File: src/rtl/lmcf_pkg.sv
`timescale 1ns / 1ps
// ----------------------------------------------------------------------------
// lmcf_pkg
// Shared types and constants for the LED matrix chain framebuffer.
// ----------------------------------------------------------------------------
package lmcf_pkg;

   localparam int MAX_DEVICES   = 16;
   localparam int ROWS_PER_DEV  = 8;
   localparam int DEV_W         = $clog2(MAX_DEVICES);
   localparam int ROW_W         = $clog2(ROWS_PER_DEV);
   localparam int SHADOW_DEPTH  = MAX_DEVICES * ROWS_PER_DEV;
   localparam int IDX_W         = $clog2(SHADOW_DEPTH);
   localparam int COUNT_W       = 5;
   localparam int ROW_DATA_W    = 8;

   localparam logic [COUNT_W-1:0] COUNT_RESET = COUNT_W'(MAX_DEVICES);

   // actions
   localparam logic [2:0] ACT_WRITE_POINT   = 3'd0;
   localparam logic [2:0] ACT_READ_POINT    = 3'd1;
   localparam logic [2:0] ACT_WRITE_ROW     = 3'd2;
   localparam logic [2:0] ACT_WRITE_LED     = 3'd3;
   localparam logic [2:0] ACT_WRITE_CONTROL = 3'd4;
   localparam logic [2:0] ACT_CLEAR_ALL     = 3'd5;
   localparam logic [2:0] ACT_REFRESH_ROW   = 3'd6;

   // device register opcodes
   localparam logic [3:0] OP_NOOP       = 4'd0;
   localparam logic [3:0] OP_BRIGHTNESS = 4'd10;
   localparam logic [3:0] OP_SCAN_LIMIT = 4'd11;

   localparam logic [7:0] INTENSITY_MAX  = 8'd15;
   localparam logic [7:0] SCAN_LIMIT_MAX = 8'd7;

   localparam logic [7:0] LED_MASK_MSB = 8'b1000_0000;
   localparam logic [7:0] PIX_MASK_LSB = 8'b0000_0001;

   localparam logic RESULT_WORD   = 1'b0;
   localparam logic RESULT_ANSWER = 1'b1;

   typedef struct packed {
      logic [2:0] action;
      logic [4:0] x_coord;
      logic [4:0] y_coord;
      logic       bit_value;
      logic [3:0] device;
      logic [2:0] row_index;
      logic [2:0] column_index;
      logic [7:0] data_byte;
      logic [3:0] opcode;
   } item_type;

   typedef struct packed {
      logic [IDX_W-1:0]      pix_idx;
      logic [ROW_DATA_W-1:0] pix_mask;
      logic [IDX_W-1:0]      row_idx;
      logic [ROW_DATA_W-1:0] led_mask;
      logic [3:0]            row_op;
      logic [DEV_W-1:0]      last_pos;
      logic [DEV_W-1:0]      target;
      logic                  dev_active;
      logic                  ctl_ok;
   } dec_type;

   typedef struct packed {
      logic                  rd_en;
      logic [IDX_W-1:0]      raddr;
      logic                  wr_en;
      logic [IDX_W-1:0]      waddr;
      logic [ROW_DATA_W-1:0] wdata;
      logic                  clear;
   } shd_req_type;

endpackage

File: src/rtl/lmcf_ram.sv
`timescale 1ns / 1ps
// ----------------------------------------------------------------------------
// lmcf_ram
// Generic single-write, single-read RAM with registered read data.
// ----------------------------------------------------------------------------
module lmcf_ram #(
   parameter int WIDTH = 8,
   parameter int DEPTH = 128
) (
   input  logic                     clock,
   input  logic                     wr_en,
   input  logic [$clog2(DEPTH)-1:0] waddr,
   input  logic [WIDTH-1:0]         wdata,
   input  logic                     rd_en,
   input  logic [$clog2(DEPTH)-1:0] raddr,
   output logic [WIDTH-1:0]         rdata
);

   logic [WIDTH-1:0] mem_ff [DEPTH];
   logic [WIDTH-1:0] rdata_ff;

   always_ff @(posedge clock) begin
      if (wr_en) begin
         mem_ff[waddr] <= wdata;
      end
      if (rd_en) begin
         rdata_ff <= mem_ff[raddr];
      end
   end

   assign rdata = rdata_ff;

endmodule

File: src/rtl/lmcf_shadow.sv
`timescale 1ns / 1ps
// ----------------------------------------------------------------------------
// lmcf_shadow
// Shadow row store: RAM plus per-entry valid bits; unwritten rows read zero.
// ----------------------------------------------------------------------------
module lmcf_shadow (
   input  logic                           clock,
   input  logic                           reset,
   input  lmcf_pkg::shd_req_type          req,
   output logic [lmcf_pkg::ROW_DATA_W-1:0] rdata
);

   logic [lmcf_pkg::SHADOW_DEPTH-1:0] valid_ff;
   logic [lmcf_pkg::SHADOW_DEPTH-1:0] valid_in;
   logic                              rvalid_ff;
   logic [lmcf_pkg::ROW_DATA_W-1:0]   ram_rdata;

   lmcf_ram #(
      .WIDTH (lmcf_pkg::ROW_DATA_W),
      .DEPTH (lmcf_pkg::SHADOW_DEPTH)
   ) u_ram (
      .clock (clock),
      .wr_en (req.wr_en),
      .waddr (req.waddr),
      .wdata (req.wdata),
      .rd_en (req.rd_en),
      .raddr (req.raddr),
      .rdata (ram_rdata)
   );

   always_comb begin
      valid_in = valid_ff;
      if (req.clear) begin
         valid_in = '0;
      end else if (req.wr_en) begin
         valid_in[req.waddr] = 1'b1;
      end
   end

   always_ff @(posedge clock) begin
      if (reset) begin
         valid_ff <= '0;
      end else begin
         valid_ff <= valid_in;
      end
   end

   // valid flag travels with the read data
   always_ff @(posedge clock) begin
      if (req.rd_en) begin
         rvalid_ff <= valid_ff[req.raddr];
      end
   end

   assign rdata = rvalid_ff ? ram_rdata : '0;

endmodule

File: src/rtl/lmcf_decode.sv
`timescale 1ns / 1ps
// ----------------------------------------------------------------------------
// lmcf_decode
// Pixel mapping, active chain length and range checks for the held item.
// ----------------------------------------------------------------------------
module lmcf_decode (
   input  lmcf_pkg::item_type             item,
   input  logic [lmcf_pkg::COUNT_W-1:0]   device_count,
   output lmcf_pkg::dec_type              dec
);

   logic [4:0] xm;
   logic [4:0] ym;
   logic       count_bad;

   always_comb begin
      xm = ~item.x_coord;
      ym = ~item.y_coord;
      // zero or oversized count means the full chain
      count_bad = (device_count == '0) ||
                  (device_count > lmcf_pkg::COUNT_W'(lmcf_pkg::MAX_DEVICES));

      dec.pix_idx    = {ym[4:3], xm[4:3], ~ym[2:0]};
      dec.pix_mask   = lmcf_pkg::PIX_MASK_LSB << xm[2:0];
      dec.row_idx    = {item.device, item.row_index};
      dec.led_mask   = lmcf_pkg::LED_MASK_MSB >> item.column_index;
      dec.row_op     = {1'b0, item.row_index} + 4'd1;
      dec.last_pos   = count_bad ? lmcf_pkg::DEV_W'(lmcf_pkg::MAX_DEVICES - 1)
                                 : lmcf_pkg::DEV_W'(device_count - 5'd1);
      dec.target     = dec.last_pos - item.device;
      dec.dev_active = (item.device <= dec.last_pos);
      dec.ctl_ok     = !((item.opcode == lmcf_pkg::OP_BRIGHTNESS) &&
                         (item.data_byte > lmcf_pkg::INTENSITY_MAX)) &&
                       !((item.opcode == lmcf_pkg::OP_SCAN_LIMIT) &&
                         (item.data_byte > lmcf_pkg::SCAN_LIMIT_MAX));
   end

endmodule

File: src/rtl/led_matrix_chain_framebuffer.sv
`timescale 1ns / 1ps
// ----------------------------------------------------------------------------
// led_matrix_chain_framebuffer
// Shadow framebuffer for a chain of 8x8 LED drivers, emitting chain words.
// ----------------------------------------------------------------------------
// Flow: LOOKUP decodes the accepted item and starts any shadow read; UPDATE
//   modifies a point or LED row or loads a read answer; FRAME and SWEEP then
//   stream chain words one per cycle while the output is not stalled.
//   A new item is accepted only in IDLE, after the current one is done.
// Reset: synchronous; valid bits clear the whole shadow at once (no sweep),
//   device count returns to 16, the output register empties.
module led_matrix_chain_framebuffer (
   input  logic        clock,
   input  logic        reset,
   input  logic        req_valid,
   output logic        req_ready,
   input  logic [2:0]  req_action,
   input  logic [4:0]  req_x_coord,
   input  logic [4:0]  req_y_coord,
   input  logic        req_bit_value,
   input  logic [3:0]  req_device,
   input  logic [2:0]  req_row_index,
   input  logic [2:0]  req_column_index,
   input  logic [7:0]  req_data_byte,
   input  logic [3:0]  req_opcode,
   output logic        rsp_valid,
   input  logic        rsp_ready,
   output logic        rsp_result_kind,
   output logic [3:0]  rsp_spi_opcode,
   output logic [7:0]  rsp_spi_data,
   output logic        rsp_point_value,
   output logic        rsp_last,
   input  logic        csr_valid,
   output logic        csr_ready,
   input  logic [4:0]  csr_device_count
);

   typedef enum logic [4:0] {
      ST_IDLE   = 5'b00001,
      ST_LOOKUP = 5'b00010,
      ST_UPDATE = 5'b00100,
      ST_FRAME  = 5'b01000,
      ST_SWEEP  = 5'b10000
   } state_type;

   state_type                            state_ff, state_in;
   lmcf_pkg::item_type                   item_ff, item_in;
   logic [lmcf_pkg::COUNT_W-1:0]         count_ff, count_in;
   logic [lmcf_pkg::DEV_W-1:0]           cnt_ff, cnt_in;
   logic [lmcf_pkg::DEV_W-1:0]           cnt_next;
   logic [lmcf_pkg::DEV_W-1:0]           tgt_ff, tgt_in;
   logic [3:0]                           frm_op_ff, frm_op_in;
   logic [7:0]                           frm_data_ff, frm_data_in;
   logic                                 rsp_valid_ff, rsp_valid_in;
   logic                                 kind_ff, kind_in;
   logic [3:0]                           op_ff, op_in;
   logic [7:0]                           data_ff, data_in;
   logic                                 pv_ff, pv_in;
   logic                                 last_ff, last_in;
   logic                                 slot_free;
   logic                                 word_last;
   logic [7:0]                           new_row;
   lmcf_pkg::dec_type                    dec;
   lmcf_pkg::shd_req_type                shd;
   logic [lmcf_pkg::ROW_DATA_W-1:0]      shd_rdata;

   lmcf_decode u_decode (
      .item         (item_ff),
      .device_count (count_ff),
      .dec          (dec)
   );

   lmcf_shadow u_shadow (
      .clock (clock),
      .reset (reset),
      .req   (shd),
      .rdata (shd_rdata)
   );

   assign slot_free = !rsp_valid_ff || rsp_ready;
   assign word_last = (cnt_ff == dec.last_pos);
   assign cnt_next  = cnt_ff + 1'b1;
   assign req_ready = (state_ff == ST_IDLE);
   assign csr_ready = 1'b1;

   always_comb begin
      state_in    = state_ff;
      item_in     = item_ff;
      count_in    = count_ff;
      cnt_in      = cnt_ff;
      tgt_in      = tgt_ff;
      frm_op_in   = frm_op_ff;
      frm_data_in = frm_data_ff;
      rsp_valid_in = rsp_valid_ff && !rsp_ready;
      kind_in     = kind_ff;
      op_in       = op_ff;
      data_in     = data_ff;
      pv_in       = pv_ff;
      last_in     = last_ff;
      new_row     = '0;
      shd         = '0;
      shd.raddr   = dec.pix_idx;
      shd.waddr   = dec.pix_idx;

      if (csr_valid) begin
         count_in = csr_device_count;
      end

      unique case (state_ff)
         ST_IDLE: begin
            if (req_valid) begin
               item_in.action       = req_action;
               item_in.x_coord      = req_x_coord;
               item_in.y_coord      = req_y_coord;
               item_in.bit_value    = req_bit_value;
               item_in.device       = req_device;
               item_in.row_index    = req_row_index;
               item_in.column_index = req_column_index;
               item_in.data_byte    = req_data_byte;
               item_in.opcode       = req_opcode;
               state_in             = ST_LOOKUP;
            end
         end

         ST_LOOKUP: begin
            cnt_in = '0;
            tgt_in = dec.target;
            unique case (item_ff.action)
               lmcf_pkg::ACT_WRITE_POINT, lmcf_pkg::ACT_READ_POINT: begin
                  shd.rd_en = 1'b1;
                  state_in  = ST_UPDATE;
               end
               lmcf_pkg::ACT_WRITE_LED: begin
                  shd.rd_en = dec.dev_active;
                  shd.raddr = dec.row_idx;
                  state_in  = dec.dev_active ? ST_UPDATE : ST_IDLE;
               end
               lmcf_pkg::ACT_WRITE_ROW: begin
                  shd.wr_en   = dec.dev_active;
                  shd.waddr   = dec.row_idx;
                  shd.wdata   = item_ff.data_byte;
                  frm_op_in   = dec.row_op;
                  frm_data_in = item_ff.data_byte;
                  state_in    = dec.dev_active ? ST_FRAME : ST_IDLE;
               end
               lmcf_pkg::ACT_WRITE_CONTROL: begin
                  frm_op_in   = item_ff.opcode;
                  frm_data_in = item_ff.data_byte;
                  state_in    = (dec.dev_active && dec.ctl_ok) ? ST_FRAME : ST_IDLE;
               end
               lmcf_pkg::ACT_CLEAR_ALL: begin
                  shd.clear = 1'b1;
                  state_in  = ST_IDLE;
               end
               lmcf_pkg::ACT_REFRESH_ROW: begin
                  // first word carries the far end of the chain
                  shd.rd_en = 1'b1;
                  shd.raddr = {dec.last_pos, item_ff.row_index};
                  state_in  = ST_SWEEP;
               end
               default: begin
                  state_in = ST_IDLE;
               end
            endcase
         end

         ST_UPDATE: begin
            unique case (item_ff.action)
               lmcf_pkg::ACT_WRITE_POINT: begin
                  shd.wr_en = 1'b1;
                  shd.wdata = item_ff.bit_value ? (shd_rdata | dec.pix_mask)
                                                : (shd_rdata & ~dec.pix_mask);
                  state_in  = ST_IDLE;
               end
               lmcf_pkg::ACT_READ_POINT: begin
                  // read data holds until the answer can be loaded
                  if (slot_free) begin
                     rsp_valid_in = 1'b1;
                     kind_in      = lmcf_pkg::RESULT_ANSWER;
                     op_in        = lmcf_pkg::OP_NOOP;
                     data_in      = '0;
                     pv_in        = |(shd_rdata & dec.pix_mask);
                     last_in      = 1'b0;
                     state_in     = ST_IDLE;
                  end
               end
               default: begin
                  new_row     = item_ff.bit_value ? (shd_rdata | dec.led_mask)
                                                  : (shd_rdata & ~dec.led_mask);
                  shd.wr_en   = 1'b1;
                  shd.waddr   = dec.row_idx;
                  shd.wdata   = new_row;
                  frm_op_in   = dec.row_op;
                  frm_data_in = new_row;
                  state_in    = ST_FRAME;
               end
            endcase
         end

         ST_FRAME: begin
            if (slot_free) begin
               rsp_valid_in = 1'b1;
               kind_in      = lmcf_pkg::RESULT_WORD;
               op_in        = (cnt_ff == tgt_ff) ? frm_op_ff : lmcf_pkg::OP_NOOP;
               data_in      = (cnt_ff == tgt_ff) ? frm_data_ff : 8'd0;
               pv_in        = 1'b0;
               last_in      = word_last;
               cnt_in       = cnt_next;
               if (word_last) begin
                  state_in = ST_IDLE;
               end
            end
         end

         ST_SWEEP: begin
            if (slot_free) begin
               rsp_valid_in = 1'b1;
               kind_in      = lmcf_pkg::RESULT_WORD;
               op_in        = dec.row_op;
               data_in      = shd_rdata;
               pv_in        = 1'b0;
               last_in      = word_last;
               cnt_in       = cnt_next;
               if (word_last) begin
                  state_in = ST_IDLE;
               end else begin
                  shd.rd_en = 1'b1;
                  shd.raddr = {dec.last_pos - cnt_next, item_ff.row_index};
               end
            end
         end

         default: begin
            state_in = ST_IDLE;
         end
      endcase
   end

   always_ff @(posedge clock) begin
      if (reset) begin
         state_ff     <= ST_IDLE;
         count_ff     <= lmcf_pkg::COUNT_RESET;
         rsp_valid_ff <= 1'b0;
      end else begin
         state_ff     <= state_in;
         count_ff     <= count_in;
         rsp_valid_ff <= rsp_valid_in;
      end
   end

   always_ff @(posedge clock) begin
      item_ff     <= item_in;
      cnt_ff      <= cnt_in;
      tgt_ff      <= tgt_in;
      frm_op_ff   <= frm_op_in;
      frm_data_ff <= frm_data_in;
      kind_ff     <= kind_in;
      op_ff       <= op_in;
      data_ff     <= data_in;
      pv_ff       <= pv_in;
      last_ff     <= last_in;
   end

   assign rsp_valid       = rsp_valid_ff;
   assign rsp_result_kind = kind_ff;
   assign rsp_spi_opcode  = op_ff;
   assign rsp_spi_data    = data_ff;
   assign rsp_point_value = pv_ff;
   assign rsp_last        = last_ff;

endmodule

File: config.mk
export PLATFORM = sky130hd
export DESIGN_NAME = led_matrix_chain_framebuffer
export DESIGN_NICKNAME = d
export VERILOG_FILES = /design/src/rtl/lmcf_pkg.sv /design/src/rtl/lmcf_ram.sv /design/src/rtl/lmcf_shadow.sv /design/src/rtl/lmcf_decode.sv /design/src/rtl/led_matrix_chain_framebuffer.sv
export SDC_FILE = /design/constraint.sdc
export NUM_CORES = 2
export LEC_CHECK = 0
export BUFFER_PORTS_ARGS = -buffer_cell sky130_fd_sc_hd__buf_2
export CORE_ASPECT_RATIO = 2
export CORE_MARGIN = 2
export CORE_UTILIZATION = 59
export CTS_BUF_LIST = sky130_fd_sc_hd__clkbuf_4
export CTS_CLUSTER_SIZE = 25
export DETAILED_ROUTE_END_ITERATION = 8
export PLACE_DENSITY = 0.82
export SYNTH_ARGS = -nofsm -noshare
export SYNTH_HDL_FRONTEND = slang
export SYNTH_HIERARCHICAL = 1
export SYNTH_SLANG_ARGS = --single-unit
File: constraint.sdc
create_clock -name clock -period 5.31 [get_ports clock]
set_input_delay 1.3275 -clock clock [delete_from_list [all_inputs] [get_ports clock]]
set_output_delay 1.3275 -clock clock [all_outputs]
set_load 0.03 [all_outputs]
==> run_results.csv <==
group,metric,value,unit
logic_synthesis,synth_seq_cells,1243,
floorplanning,die_x,209,um
sta,grt_setup_unrepaired,"false",
route,first_pass_iters,8,
layout,ff_latch_area,35900,sq um
grt,grt-ovfl-total,0,
pwr,p_leak,16.2,nW
cts,clock-sinks,1243,
run_status,outcome,"finished clean",
setup_path,start_kind,"flop",
placed_design,portBuffers,62,
layout,num-nets-final,3082,
route,via_count,28402,
pwr,powerDensity,351,nW/um^2
cts,ctsHoldBuffers,0,
layout,fillerInstances,5156,
hold_path,min_path_type,"in -> reg",
grt,use_met1,0.307,
cts,cts_root_buf,"clkbuf_4",
floorplanning,num_io_pins,64,
cts,path_clk_slew,70,ps
grt,grt_max_degree,129,
logic_synthesis,syn_nets,2665,
setup_path,crit_arrival,6110,ps
logic_synthesis,yosysSeqAreaShare,0.725,
floorplanning,die_height,414,um
logic_synthesis,synth-edff-count,1104,
cts,htree_num_levels,5,
route,wirelength,131,mm
cts,cts_buffer_depth,4,
route,via_per_inst,6.66,
sta,setup_viol,0,
floorplanning,fp.coreArea,83300,sq um
logic_synthesis,ys_warn_count,6,
logic_synthesis,syn_area_per_cell,19.0,sq um
route,drtIter0Drc,3523,
logic_synthesis,synthTopCellsByCount,"1104 x edfxtp_1, 362 x mux4_2, 295 x nor2_1",
grt,grt_use_total,0.307,
logic_synthesis,yosysMostFrequentCell,"edfxtp_1",
grt,antenna_found_initial,5,
route,avgRoutedWirePerCell,30.6,um
sta,slew_violations,0,
cts,cts_tree,"yes",
sta,setup_tns,0,ps
route,remaining_drc_errors,0,
grt,met2_usage,0.541,
grt,grt_pass1_vias,29915,
placed_design,hpwl,86.0,mm
grt,grt_pass1_wl,190,mm
setup_path,cp_max_fo,20,
setup_path,criticalPathCategory,"reg -> reg",
logic_synthesis,ys_types,68,
cts,cts_made_buffers,276,
layout,synthToLayoutAreaGrowth,13.1,%
sta,finalHoldViolCount,0,
sta,timing.final.crit_share,0.987,
logic_synthesis,synth-async-reset-ratio,0,
logic_synthesis,yosys-top-cells-area,"edfxtp_1 67%, mux4_2 16%, dfxtp_1 5.6%",
cts,clock_latency,1150,ps
logic_synthesis,syn_area,49500,sq um
logic_synthesis,synth_area_leader_cell,"edfxtp_1",
floorplanning,initial_core_util,0.594,
pwr,irDropWorstVdd,0.000152,V
sta,whs,402,ps
route,ant_nets,0,
logic_synthesis,synthCells,2607,
sta,tightest_slew,1320,ps
pwr,power,0.0197,W
sta,layout_min_cycle_time,5240,ps
placed_design,gp_congestion,0.980,
sta,fin_worst_skew,109,ps
floorplanning,row_count,150,
floorplanning,die_area,86400,sq um
logic_synthesis,synth_ff_type,"edfxtp_1",
layout,multi_input_comb_area,13000,sq um
logic_synthesis,synth_top_area_share,0.669,
grt,top_usage_layer,"met2",
layout,layout-drive-gt1-share,0.341,
grt,use_met3,0.0640,
sta,fmax,0.191,GHz
sta,relSlewSlack,0.115,
run,maxCapViolations,0,
setup_path,worstPathRequired,6180,ps
setup_path,end_kind,"flop",
[cell usage in the layout (no fill, tap or decap), types with 7 or more instances in the layout]
cell type  count
mux4_2       362
nor3b_1        7
clkinv_1      61
nand2b_1      13
nor2b_1       18
nand2_1       65
inv_1         21
o22ai_1       11
a22o_1        18
dfxtp_1      138
and3b_1        7
mux4_1         7
edfxtp_1    1104
a22oi_1       12
o21ai_1       16
mux2i_1       26
a21oi_1      141
mux2_2         8
nand3_1       22
nor3_1        23
clkbuf_4     372
nor2_1       295
buf_12        26
buf_4        199
xnor2_1       11
clkinv_2      13
nand4_1        7
ha_1          10
buf_2         62
and2_1        11
[final timing paths]
path / endpoint / slack, ps / start / cells after the start
hold / removal: item_ff[2]$_DFFE_PP_ / 400 / req_opcode[2] / 1
setup reg to reg: u_shadow/u_ram/rdata[3]$_DFFE_PP_ / 70 / count_ff[0]$_SDFFE_PP0P_ / 16
hold reg to reg: u_shadow/valid_ff[26]$_SDFFE_PP0P_ / 470 / u_shadow/valid_ff[26]$_SDFFE_PP0P_ / 2
setup / recovery: u_shadow/u_ram/rdata[3]$_DFFE_PP_ / 70 / count_ff[0]$_SDFFE_PP0P_ / 16
[repair_timing]
item / in CTS / in global routing
gates resized for setup: 1 / 8
endpoints found under the setup margin: 1 / 8
cloned: 1 / 2
setup buffers: 4 / 9
[cell type report]
cell class                 instances  area share
sequential                      1243       0.641
antenna                            2   0.0000893
inverter                          23     0.00154
multi-input combinational       1185       0.231
tap                             1064      0.0238
clock buffer                     372      0.0498
timing repair buffer             295      0.0445
clock inverter                    82     0.00766
[report_power, final]
group | total, W | internal (W) | leakage (nW) | switching (W)
clock | 0.00703 | 0.00345 | 1.93 | 0.00358
sequential | 0.0107 | 0.0106 | 9.22 | 0.0000794
combinational | 0.00197 | 0.000854 | 5.07 | 0.00112
total | 0.0197 | 0.0149 | 16.2 | 0.00478
[sequential cells by signal (all words and copies together), names as in the netlist]
register,cells
rsp_result_kind,1
rsp_spi_opcode,4
rsp_spi_data,8
tgt_ff,4
u_shadow/rvalid_ff,1
state_ff,5
u_shadow/u_ram/mem_ff,1024
frm_op_ff,4
rsp_valid,1
frm_data_ff,8
cnt_ff,4
item_ff,36
count_ff,5
rsp_last,1
rsp_point_value,1
u_shadow/valid_ff,128
u_shadow/u_ram/rdata,8
[per-stage QoR]
step	instance area [sq um]	cells	worst slack, ps	util
final	56000	4266	70.9	0.672
after global routing	56000	4266	4.63	0.672
after global placement	52600	3794	-131	0.631
after detailed placement	52600	3794	-15.5	0.631
after CTS	55900	4253	26.7	0.671
after floorplan	49500	2607	255	-
[cell families after synthesis]
group | after synthesis | share of synthesized area
adders and majority gates | 12 | 0.00333
and+or+nand+nor | 505 | 0.0464
AOI/OAI and AO/OA | 243 | 0.0291
buffers and inverters | 179 | 0.0164
other | 1 | 0.0000757
xor gates and xnor gates | 17 | 0.00301
DFF | 1243 | 0.725
muxes | 407 | 0.176
[worst max-delay path, stage by stage (launching register included)]
cell	delay [ps]
dfxtp_2	360
inv_1	70
ha_1	240
o21bai_1	200
a211oi_2	310
a311oi_2	110
xor2_1	180
or4_4	580
nand3_2	140
nand3_1	140
o221ai_4	180
buf_12	230
buf_12	220
mux4_2	630
mux4_2	630
mux4_2	510
mux2_2	280
[layer usage]
metal | share of wire | routed length, um
met5 | 0.00018 | 24
met1 | 0.29 | 38100
met2 | 0.53 | 69400
met4 | 0.096 | 12500
met3 | 0.081 | 10500
No activity file was read; power rests on OpenSTA's default activity.
